`config.mk`:
```
export PLATFORM = sky130hd
export DESIGN_NAME = framed_serial_receiver_core_flat
export DESIGN_NICKNAME = d
export VERILOG_FILES = /design/src/rtl/frx_pkg.sv /design/src/rtl/frx_in_if.sv /design/src/rtl/frx_out_if.sv /design/src/rtl/frx_cfg_if.sv /design/src/rtl/framed_serial_receiver_core.sv /design/src/rtl/frx_input_reg.sv /design/src/rtl/frx_frame_ctrl.sv /design/src/rtl/frx_output_reg.sv /design/src/flat_wrapper.sv
export SDC_FILE = /design/constraint.sdc
export NUM_CORES = 1
export LEC_CHECK = 0
export ABC_AREA = 1
export BUFFER_PORTS_ARGS = -buffer_cell sky130_fd_sc_hd__buf_2
export CAP_MARGIN = 20
export CORE_AREA = 2 2 139 141
export CTS_BUF_LIST = sky130_fd_sc_hd__clkbuf_2 sky130_fd_sc_hd__clkbuf_4 sky130_fd_sc_hd__clkbuf_8
export DETAILED_ROUTE_END_ITERATION = 8
export DIE_AREA = 0 0 141 143
export PLACE_DENSITY_LB_ADDON = 0.3
export SETUP_SLACK_MARGIN = 0.3
export SYNTH_ARGS = -nofsm -noshare
export SYNTH_HDL_FRONTEND = slang
export SYNTH_HIERARCHICAL = 1
export SYNTH_SLANG_ARGS = --single-unit
export TNS_END_PERCENT = 1
```
`constraint.sdc`:
```
create_clock -name clk -period 6.1 [get_ports clk]
set_input_delay 0.915 -clock clk [delete_from_list [all_inputs] [get_ports clk]]
set_output_delay 0.915 -clock clk [all_outputs]
set_load 0.05 [all_outputs]
```
`src/rtl/frx_pkg.sv`:
```
package frx_pkg;

  localparam int LENGTH_BITS_DEFAULT = 16;

  localparam int CFG_INDEX_W = 2;
  localparam int CFG_DATA_W  = 16;

  localparam logic [CFG_INDEX_W-1:0] REG_FRAME_ADDRESS = CFG_INDEX_W'(0);
  localparam logic [CFG_INDEX_W-1:0] REG_TIMEOUT_TICKS = CFG_INDEX_W'(1);

  localparam logic [7:0]  FRAME_ADDRESS_RESET = 8'd0;
  localparam logic [15:0] TIMEOUT_RESET       = 16'd1000;
  localparam logic [15:0] TICK_MAX            = 16'hffff;

  typedef enum logic [1:0] {
    REQ_BYTE    = 2'd0,
    REQ_TICK    = 2'd1,
    REQ_RELEASE = 2'd2
  } req_type_t;

  typedef struct packed {
    logic [1:0] req_type;
    logic [7:0] rx_byte;
  } item_t;

  typedef struct packed {
    logic        byte_accepted;
    logic [15:0] byte_position;
    logic [7:0]  byte_value;
    logic        frame_done;
    logic        frame_aborted;
    logic        frame_ready;
  } result_t;

endpackage

```
`src/rtl/frx_in_if.sv`:
```
interface frx_in_if;
  logic       valid;
  logic       ready;
  logic [1:0] req_type;
  logic [7:0] rx_byte;

  modport source (output valid, output req_type, output rx_byte, input ready);
  modport sink (input valid, input req_type, input rx_byte, output ready);
endinterface

```
`src/rtl/frx_out_if.sv`:
```
interface frx_out_if;
  logic        valid;
  logic        ready;
  logic        byte_accepted;
  logic [15:0] byte_position;
  logic [7:0]  byte_value;
  logic        frame_done;
  logic        frame_aborted;
  logic        frame_ready;

  modport source (
    output valid, output byte_accepted, output byte_position, output byte_value,
    output frame_done, output frame_aborted, output frame_ready, input ready
  );
  modport sink (
    input valid, input byte_accepted, input byte_position, input byte_value,
    input frame_done, input frame_aborted, input frame_ready, output ready
  );
endinterface

```
`src/rtl/frx_cfg_if.sv`:
```
interface frx_cfg_if;
  logic                              valid;
  logic                              ready;
  logic [frx_pkg::CFG_INDEX_W-1:0]   index;
  logic [frx_pkg::CFG_DATA_W-1:0]    data;

  modport source (output valid, output index, output data, input ready);
  modport sink (input valid, input index, input data, output ready);
endinterface

```
`src/rtl/framed_serial_receiver_core.sv`:
```
// Address/length framed serial receiver. Each transaction on rx_in carries a
// received byte, a timer tick or a release request, and yields exactly one
// transaction on rx_out via the input and result registers. The block takes
// a new transaction every cycle while rx_out is not stalled: the per-item
// work is one pass of frame logic between the input register and the
// result register, and the frame state is updated as the item passes into
// the result register. Configuration writes on cfg are always taken (ready
// held high) and are meant to be done while no transaction is in flight.
module framed_serial_receiver_core #(
  parameter int LENGTH_BITS = frx_pkg::LENGTH_BITS_DEFAULT
) (
  input  logic       clk,
  input  logic       rst,
  frx_in_if.sink     rx_in,
  frx_out_if.source  rx_out,
  frx_cfg_if.sink    cfg
);

  logic              item_valid;
  logic              can_load;
  logic              take;
  frx_pkg::item_t    item;
  frx_pkg::result_t  result;

  assign take = item_valid && can_load;

  frx_input_reg u_input_reg (
    .clk        (clk),
    .rst        (rst),
    .rx_in      (rx_in),
    .take       (take),
    .item_valid (item_valid),
    .item       (item)
  );

  frx_frame_ctrl #(
    .LENGTH_BITS (LENGTH_BITS)
  ) u_frame_ctrl (
    .clk    (clk),
    .rst    (rst),
    .cfg    (cfg),
    .fire   (take),
    .item   (item),
    .result (result)
  );

  frx_output_reg u_output_reg (
    .clk      (clk),
    .rst      (rst),
    .load     (take),
    .result   (result),
    .can_load (can_load),
    .rx_out   (rx_out)
  );

endmodule

```
`src/rtl/frx_input_reg.sv`:
```
module frx_input_reg (
  input  logic            clk,
  input  logic            rst,
  frx_in_if.sink          rx_in,
  input  logic            take,
  output logic            item_valid,
  output frx_pkg::item_t  item
);

  assign rx_in.ready = !item_valid || take;

  always_ff @(posedge clk) begin
    if (rst) begin
      item_valid <= 1'b0;
    end else if (rx_in.ready) begin
      item_valid <= rx_in.valid;
    end
  end

  always_ff @(posedge clk) begin
    if (rx_in.valid && rx_in.ready) begin
      item.req_type <= rx_in.req_type;
      item.rx_byte  <= rx_in.rx_byte;
    end
  end

endmodule

```
`src/rtl/frx_frame_ctrl.sv`:
```
module frx_frame_ctrl #(
  parameter int LENGTH_BITS = frx_pkg::LENGTH_BITS_DEFAULT
) (
  input  logic              clk,
  input  logic              rst,
  frx_cfg_if.sink           cfg,
  input  logic              fire,
  input  frx_pkg::item_t    item,
  output frx_pkg::result_t  result
);

  localparam int CMP_W = (LENGTH_BITS > 16) ? LENGTH_BITS : 16;
  localparam logic [LENGTH_BITS-1:0] COUNT_MAX = '1;

  logic [7:0]             frame_address;
  logic [15:0]            timeout_ticks, timeout_ticks_next;
  logic                   in_frame, in_frame_next;
  logic                   length_known, length_known_next;
  logic [LENGTH_BITS-1:0] byte_count, byte_count_next;
  logic [7:0]             length_high, length_high_next;
  logic [15:0]            expected_length, expected_length_next;
  logic [15:0]            tick_count, tick_count_next;
  logic                   ready_flag, ready_flag_next;

  assign cfg.ready = 1'b1;

  always_comb begin
    in_frame_next        = in_frame;
    length_known_next    = length_known;
    byte_count_next      = byte_count;
    length_high_next     = length_high;
    expected_length_next = expected_length;
    tick_count_next      = tick_count;
    ready_flag_next      = ready_flag;
    timeout_ticks_next   = timeout_ticks;
    result               = '0;

    case (item.req_type)
      frx_pkg::REQ_BYTE: begin
        // address byte opens a frame
        if (!in_frame && item.rx_byte == frame_address) begin
          in_frame_next     = 1'b1;
          length_known_next = 1'b0;
          byte_count_next   = '0;
          tick_count_next   = '0;
        end
        if (in_frame_next) begin
          result.byte_accepted = 1'b1;
          result.byte_position = 16'(byte_count_next);
          result.byte_value    = item.rx_byte;
          if (!length_known_next && byte_count_next == LENGTH_BITS'(1)) begin
            length_high_next = item.rx_byte;
          end else if (!length_known_next && byte_count_next == LENGTH_BITS'(2)) begin
            expected_length_next = {length_high, item.rx_byte};
            length_known_next    = 1'b1;
          end
          if (byte_count_next != COUNT_MAX) begin
            byte_count_next = byte_count_next + LENGTH_BITS'(1);
          end
          if (length_known_next
              && CMP_W'(byte_count_next) == CMP_W'(expected_length_next)) begin
            result.frame_done = 1'b1;
            ready_flag_next   = 1'b1;
            in_frame_next     = 1'b0;
            length_known_next = 1'b0;
            byte_count_next   = '0;
          end
        end
      end
      frx_pkg::REQ_TICK: begin
        if (in_frame) begin
          if (tick_count > timeout_ticks) begin
            result.frame_aborted = 1'b1;
            in_frame_next        = 1'b0;
            length_known_next    = 1'b0;
            byte_count_next      = '0;
            expected_length_next = '0;
            tick_count_next      = '0;
            ready_flag_next      = 1'b0;
            timeout_ticks_next   = frx_pkg::TIMEOUT_RESET;
          end else if (tick_count != frx_pkg::TICK_MAX) begin
            tick_count_next = tick_count + 16'd1;
          end
        end
      end
      frx_pkg::REQ_RELEASE: begin
        ready_flag_next = 1'b0;
      end
      default: begin
      end
    endcase

    result.frame_ready = ready_flag_next;
  end

  always_ff @(posedge clk) begin
    if (rst) begin
      frame_address   <= frx_pkg::FRAME_ADDRESS_RESET;
      timeout_ticks   <= frx_pkg::TIMEOUT_RESET;
      in_frame        <= 1'b0;
      length_known    <= 1'b0;
      byte_count      <= '0;
      length_high     <= '0;
      expected_length <= '0;
      tick_count      <= '0;
      ready_flag      <= 1'b0;
    end else begin
      if (fire) begin
        in_frame        <= in_frame_next;
        length_known    <= length_known_next;
        byte_count      <= byte_count_next;
        length_high     <= length_high_next;
        expected_length <= expected_length_next;
        tick_count      <= tick_count_next;
        ready_flag      <= ready_flag_next;
      end
      if (cfg.valid && cfg.index == frx_pkg::REG_TIMEOUT_TICKS) begin
        timeout_ticks <= cfg.data[15:0];
      end else if (fire) begin
        timeout_ticks <= timeout_ticks_next;
      end
      if (cfg.valid && cfg.index == frx_pkg::REG_FRAME_ADDRESS) begin
        frame_address <= cfg.data[7:0];
      end
    end
  end

endmodule

```
`src/rtl/frx_output_reg.sv`:
```
module frx_output_reg (
  input  logic              clk,
  input  logic              rst,
  input  logic              load,
  input  frx_pkg::result_t  result,
  output logic              can_load,
  frx_out_if.source         rx_out
);

  frx_pkg::result_t data;

  assign can_load = !rx_out.valid || rx_out.ready;

  always_ff @(posedge clk) begin
    if (rst) begin
      rx_out.valid <= 1'b0;
    end else if (can_load) begin
      rx_out.valid <= load;
    end
  end

  always_ff @(posedge clk) begin
    if (load && can_load) begin
      data <= result;
    end
  end

  assign rx_out.byte_accepted = data.byte_accepted;
  assign rx_out.byte_position = data.byte_position;
  assign rx_out.byte_value    = data.byte_value;
  assign rx_out.frame_done    = data.frame_done;
  assign rx_out.frame_aborted = data.frame_aborted;
  assign rx_out.frame_ready   = data.frame_ready;

endmodule

```
`src/flat_wrapper.sv`:
```
// flat-port wrapper written by rule: the top's interface ports become plain ports
module framed_serial_receiver_core_flat 
#(
  parameter int LENGTH_BITS = frx_pkg::LENGTH_BITS_DEFAULT
)
  (clk, rst, rx_in_valid, rx_in_req_type, rx_in_rx_byte, rx_in_ready, rx_out_valid, rx_out_byte_accepted, rx_out_byte_position, rx_out_byte_value, rx_out_frame_done, rx_out_frame_aborted, rx_out_frame_ready, rx_out_ready, cfg_valid, cfg_index, cfg_data, cfg_ready);
  frx_in_if rx_in_i ();
  frx_out_if rx_out_i ();
  frx_cfg_if cfg_i ();
  input  logic clk;
  input  logic rst;
  input wire logic [$bits(rx_in_i.valid)-1:0] rx_in_valid;
  input wire logic [$bits(rx_in_i.req_type)-1:0] rx_in_req_type;
  input wire logic [$bits(rx_in_i.rx_byte)-1:0] rx_in_rx_byte;
  output wire logic [$bits(rx_in_i.ready)-1:0] rx_in_ready;
  output wire logic [$bits(rx_out_i.valid)-1:0] rx_out_valid;
  output wire logic [$bits(rx_out_i.byte_accepted)-1:0] rx_out_byte_accepted;
  output wire logic [$bits(rx_out_i.byte_position)-1:0] rx_out_byte_position;
  output wire logic [$bits(rx_out_i.byte_value)-1:0] rx_out_byte_value;
  output wire logic [$bits(rx_out_i.frame_done)-1:0] rx_out_frame_done;
  output wire logic [$bits(rx_out_i.frame_aborted)-1:0] rx_out_frame_aborted;
  output wire logic [$bits(rx_out_i.frame_ready)-1:0] rx_out_frame_ready;
  input wire logic [$bits(rx_out_i.ready)-1:0] rx_out_ready;
  input wire logic [$bits(cfg_i.valid)-1:0] cfg_valid;
  input wire logic [$bits(cfg_i.index)-1:0] cfg_index;
  input wire logic [$bits(cfg_i.data)-1:0] cfg_data;
  output wire logic [$bits(cfg_i.ready)-1:0] cfg_ready;
  assign rx_in_i.valid = rx_in_valid;
  assign rx_in_i.req_type = rx_in_req_type;
  assign rx_in_i.rx_byte = rx_in_rx_byte;
  assign rx_in_ready = rx_in_i.ready;
  assign rx_out_valid = rx_out_i.valid;
  assign rx_out_byte_accepted = rx_out_i.byte_accepted;
  assign rx_out_byte_position = rx_out_i.byte_position;
  assign rx_out_byte_value = rx_out_i.byte_value;
  assign rx_out_frame_done = rx_out_i.frame_done;
  assign rx_out_frame_aborted = rx_out_i.frame_aborted;
  assign rx_out_frame_ready = rx_out_i.frame_ready;
  assign rx_out_i.ready = rx_out_ready;
  assign cfg_i.valid = cfg_valid;
  assign cfg_i.index = cfg_index;
  assign cfg_i.data = cfg_data;
  assign cfg_ready = cfg_i.ready;
  framed_serial_receiver_core #(.LENGTH_BITS(LENGTH_BITS)) u_core (.clk(clk), .rst(rst), .rx_in(rx_in_i), .rx_out(rx_out_i), .cfg(cfg_i));
endmodule
```
==> impl_results.md <==
- Status: finished, final reports clean
- Drt initial violations: 447
- CTS root buffer: clkbuf_8
- Clk sinks: 123
- Die width: 141 um
- Skew final: 0.01173 ns
- Drt via density: 4.970
- Most used flip-flop cell after synthesis: dfxtp_1
- Number of setup violations in the final report: 0
- Critical path peak fanout: 40
- CTS tree: done
- Synthesized Nets: 1101
- Maximum VDD drop: 0.1495 mV
- Asr flop ratio synth: 0%
- Ys Warns: 6
- Max Clk Rate: 0.2266 GHz
- Post-synth EDFFs: 38
- First-pass GRT wire length: 31020 um
- Cell variety after synth: 43
- WS Path Type: flop to flop
- CTS buffer count: 17
- Number of port buffers: 62
- CTS Hold Bufs: 0
- Worst-margin pin slew: 1.027 ns
- Hold/Removal Path Class: flop to flop
- All-layer global routing usage: 19.61%
- # resized after CTS: 0
- Antenna diodes: 0
- Syn avg cell area: 6.800 um2
- Synthesized flop and latch total: 123
- Period Utilization, post-route: 72.35%
- Initial antenna violation count: 0
- Post-CTS Setup Inserts: 0
- GPL Wtd Cong: 0.8882
- Post-DP HPWL: 14100 um
- Final wirelength: 19040 um
- DRC viols: 0
- Mapped Cells: 1048
- Largest net degree at the start of global routing: 52
- Share of layout cells above drive strength 1: 12.83%
- Worst Path Required: 6.41 ns
- Row count: 50
- Post-synthesis sequential area ratio: 39.89%
- Reg area: 2843 um2
- PwrDens: 219.8 nW/um2
- Multi-input combinational cell area: 3606 um2
- Mapped cell area: 7127 um2
- Core area: 18580 um2
- Final nets: 1155
- Endpoints failing hold: 0
- WHS: 0.4556 ns
- Drt first pass iters: 5
- Post-route setup TNS: 0 ns
- Max clock buf depth: 2
- Antenna Violating Nets Remaining: 0
- IO Pins: 64
- WL/cell: 14.12 um
- Full die area: 20160 um2
- Fill cells: 1942
- Clk slew on worst S/H paths: 0.07 ns
- Crit end category: flop
- Cell leakage power: 3.534 nW
- Die Span Y: 143 um
- CP arrival: 4.72 ns
- Slew Limit Headroom: 31.41%
- RSZ-0062 raised after global routing: false
- CP startpoint kind: flop
- Clock Latency Late Sink: 0.45 ns
- Via count: 6705
- Initial Utilization: 38.36%
- Vias in the first global route: 6188
- Post-layout min period: 4.413 ns
- Max-slew violation count: 0
- Remaining global-route overflow: 0
- H-tree Lvls: 4
- Synthesis-to-layout area growth: 12.46%
- Max-cap viol count: 0
-- metal layers --
metal | share of wire [%] | GRT usage [%] | vias to the layer above
met5 | 0 | 0 | -
li1 | - | - | 3468
met1 | 45 | 23.99 | 3073
met3 | 4.6 | 4.494 | 27
met4 | 2.3 | 6.842 | 0
met2 | 48 | 34.04 | 137
-- cell type report --
| class | instances | area share, % |
|---|---|---|
| sequential | 123 | 35.47 |
| tap | 234 | 3.653 |
| inverter | 131 | 6.135 |
| timing repair buffer | 72 | 4.808 |
| multi-input combinational | 757 | 44.99 |
| clock inverter | 13 | 1.764 |
| clock buffer | 19 | 3.185 |
-- final timing paths --
kind / startpoint / to / slack (ns) / cells past startpoint
setup / recovery: u_core/u_input_reg/item[4] / u_core/u_frame_ctrl/byte_count[11] / 1.69 / 26
hold reg to reg: u_core/u_frame_ctrl/frame_address[2] / u_core/u_frame_ctrl/frame_address[2] / 0.46 / 2
hold / removal: u_core/u_frame_ctrl/frame_address[2] / u_core/u_frame_ctrl/frame_address[2] / 0.46 / 2
setup reg to reg: u_core/u_input_reg/item[4] / u_core/u_frame_ctrl/byte_count[11] / 1.69 / 26
-- Yosys cell counts (7+ instances only) --
| cell type | count | area (um2) |
|---|---|---|
| a21oi_1 | 78 | 390.4 |
| xnor2_1 | 8 | 70.07 |
| dfxtp_1 | 85 | 1702 |
| nor2_1 | 89 | 334.1 |
| nand2_1 | 363 | 1363 |
| o21ai_1 | 7 | 35.03 |
| nor2_2 | 7 | 43.79 |
| nor3_1 | 11 | 55.05 |
| inv_1 | 117 | 439.2 |
| nand3_1 | 70 | 350.3 |
| nand4_1 | 20 | 125.1 |
| o21ai_0 | 29 | 145.1 |
| clkbuf_1 | 21 | 78.83 |
| edfxtp_1 | 38 | 1141 |
| ha_1 | 20 | 250.2 |
| inv_2 | 10 | 37.54 |
-- registers in the layout, summed over array words and instances, names as in the netlist --
register	cells
u_core/u_output_reg/rx_out.byte_position	16
u_core/u_output_reg/rx_out.byte_value	8
u_core/u_frame_ctrl/length_known	1
u_core/u_frame_ctrl/frame_address	8
u_core/u_frame_ctrl/timeout_ticks	16
u_core/u_frame_ctrl/expected_length	16
u_core/u_frame_ctrl/ready_flag	1
u_core/u_frame_ctrl/byte_count	16
u_core/u_output_reg/rx_out.frame_ready	1
u_core/u_output_reg/rx_out.valid	1
u_core/u_output_reg/rx_out.frame_aborted	1
u_core/u_input_reg/item	10
u_core/u_output_reg/rx_out.frame_done	1
u_core/u_input_reg/item_valid	1
u_core/u_frame_ctrl/tick_count	16
u_core/u_output_reg/rx_out.byte_accepted	1
u_core/u_frame_ctrl/in_frame	1
u_core/u_frame_ctrl/length_high	8
-- worst max-delay path, stage by stage (launching register included) --
cell and delay (ns):
edfxtp_1 0.45, inv_2 0.13, nand2_1 0.06, nand2_1 0.06, nand2_1 0.09, nor2_2 0.15, nand3_2 0.07, buf_4 0.25
nand2_1 0.15, inv_1 0.08, ha_1 0.20, nor2_1 0.10, nand2_1 0.09, nor2_4 0.29, nand3_2 0.53, nand2_1 0.29
nand2_1 0.08, nand2_1 0.08, nand2_1 0.06, nor2_1 0.15, nand2_1 0.08, nor2_2 0.11, nand3_2 0.33, nand3_1 0.18
nand2_1 0.07, nand2_1 0.05, a21oi_1 0.05
-- cell families after synthesis --
family	share of synthesized area, %
other	0.05262
XOR/XNOR	1.475
adder cells (fa/ha/maj)	3.511
buffers and inverters	9.673
AND/OR/NAND/NOR	34.64
AO/OA/AOI/OAI	10.76
flip-flops	39.89
-- layout by cell type, fill, tap and decap left out, types with 5 or more instances in the layout --
master,Yosys,routed
nand2_1,363,363
inv_1,117,117
nor2_1,89,89
dfxtp_1,85,85
a21oi_1,78,77
nand3_1,70,70
buf_2,5,62
edfxtp_1,38,38
o21ai_0,29,29
nand4_1,20,20
ha_1,20,20
clkbuf_8,0,18
nor3_1,11,11
buf_4,6,10
inv_2,10,10
xnor2_1,8,8
nor2_2,7,7
o21ai_1,7,7
nand2_2,6,6
o22ai_1,6,6
o21a_1,5,5
-- where the power goes --
part | internal [mW] | switching, mW | total, mW
logic | 0.0381 | 0.115 | 0.153
clock network | 0.381 | 0.348 | 0.728
registers | 0.867 | 0.0130 | 0.880
total | 1.29 | 0.476 | 1.76
-- stage by stage --
| step | cell area (um2) | util [%] | cells | power [mW] | worst slack (ns) |
|---|---|---|---|---|---|
| after floorplan | 7127 | - | 1048 | 1.004 | 2.620 |
| after global placement | 7611 | 40.96 | 1316 | 1.052 | 1.780 |
| after detailed placement | 7619 | 41.00 | 1317 | 1.053 | 1.734 |
| after CTS | 8015 | 43.14 | 1349 | 1.785 | 1.706 |
| after global routing | 8015 | 43.14 | 1349 | 1.838 | 1.100 |
| final | 8015 | 43.14 | 1349 | 1.762 | 1.687 |
No activity file was read; power rests on OpenSTA's default activity.
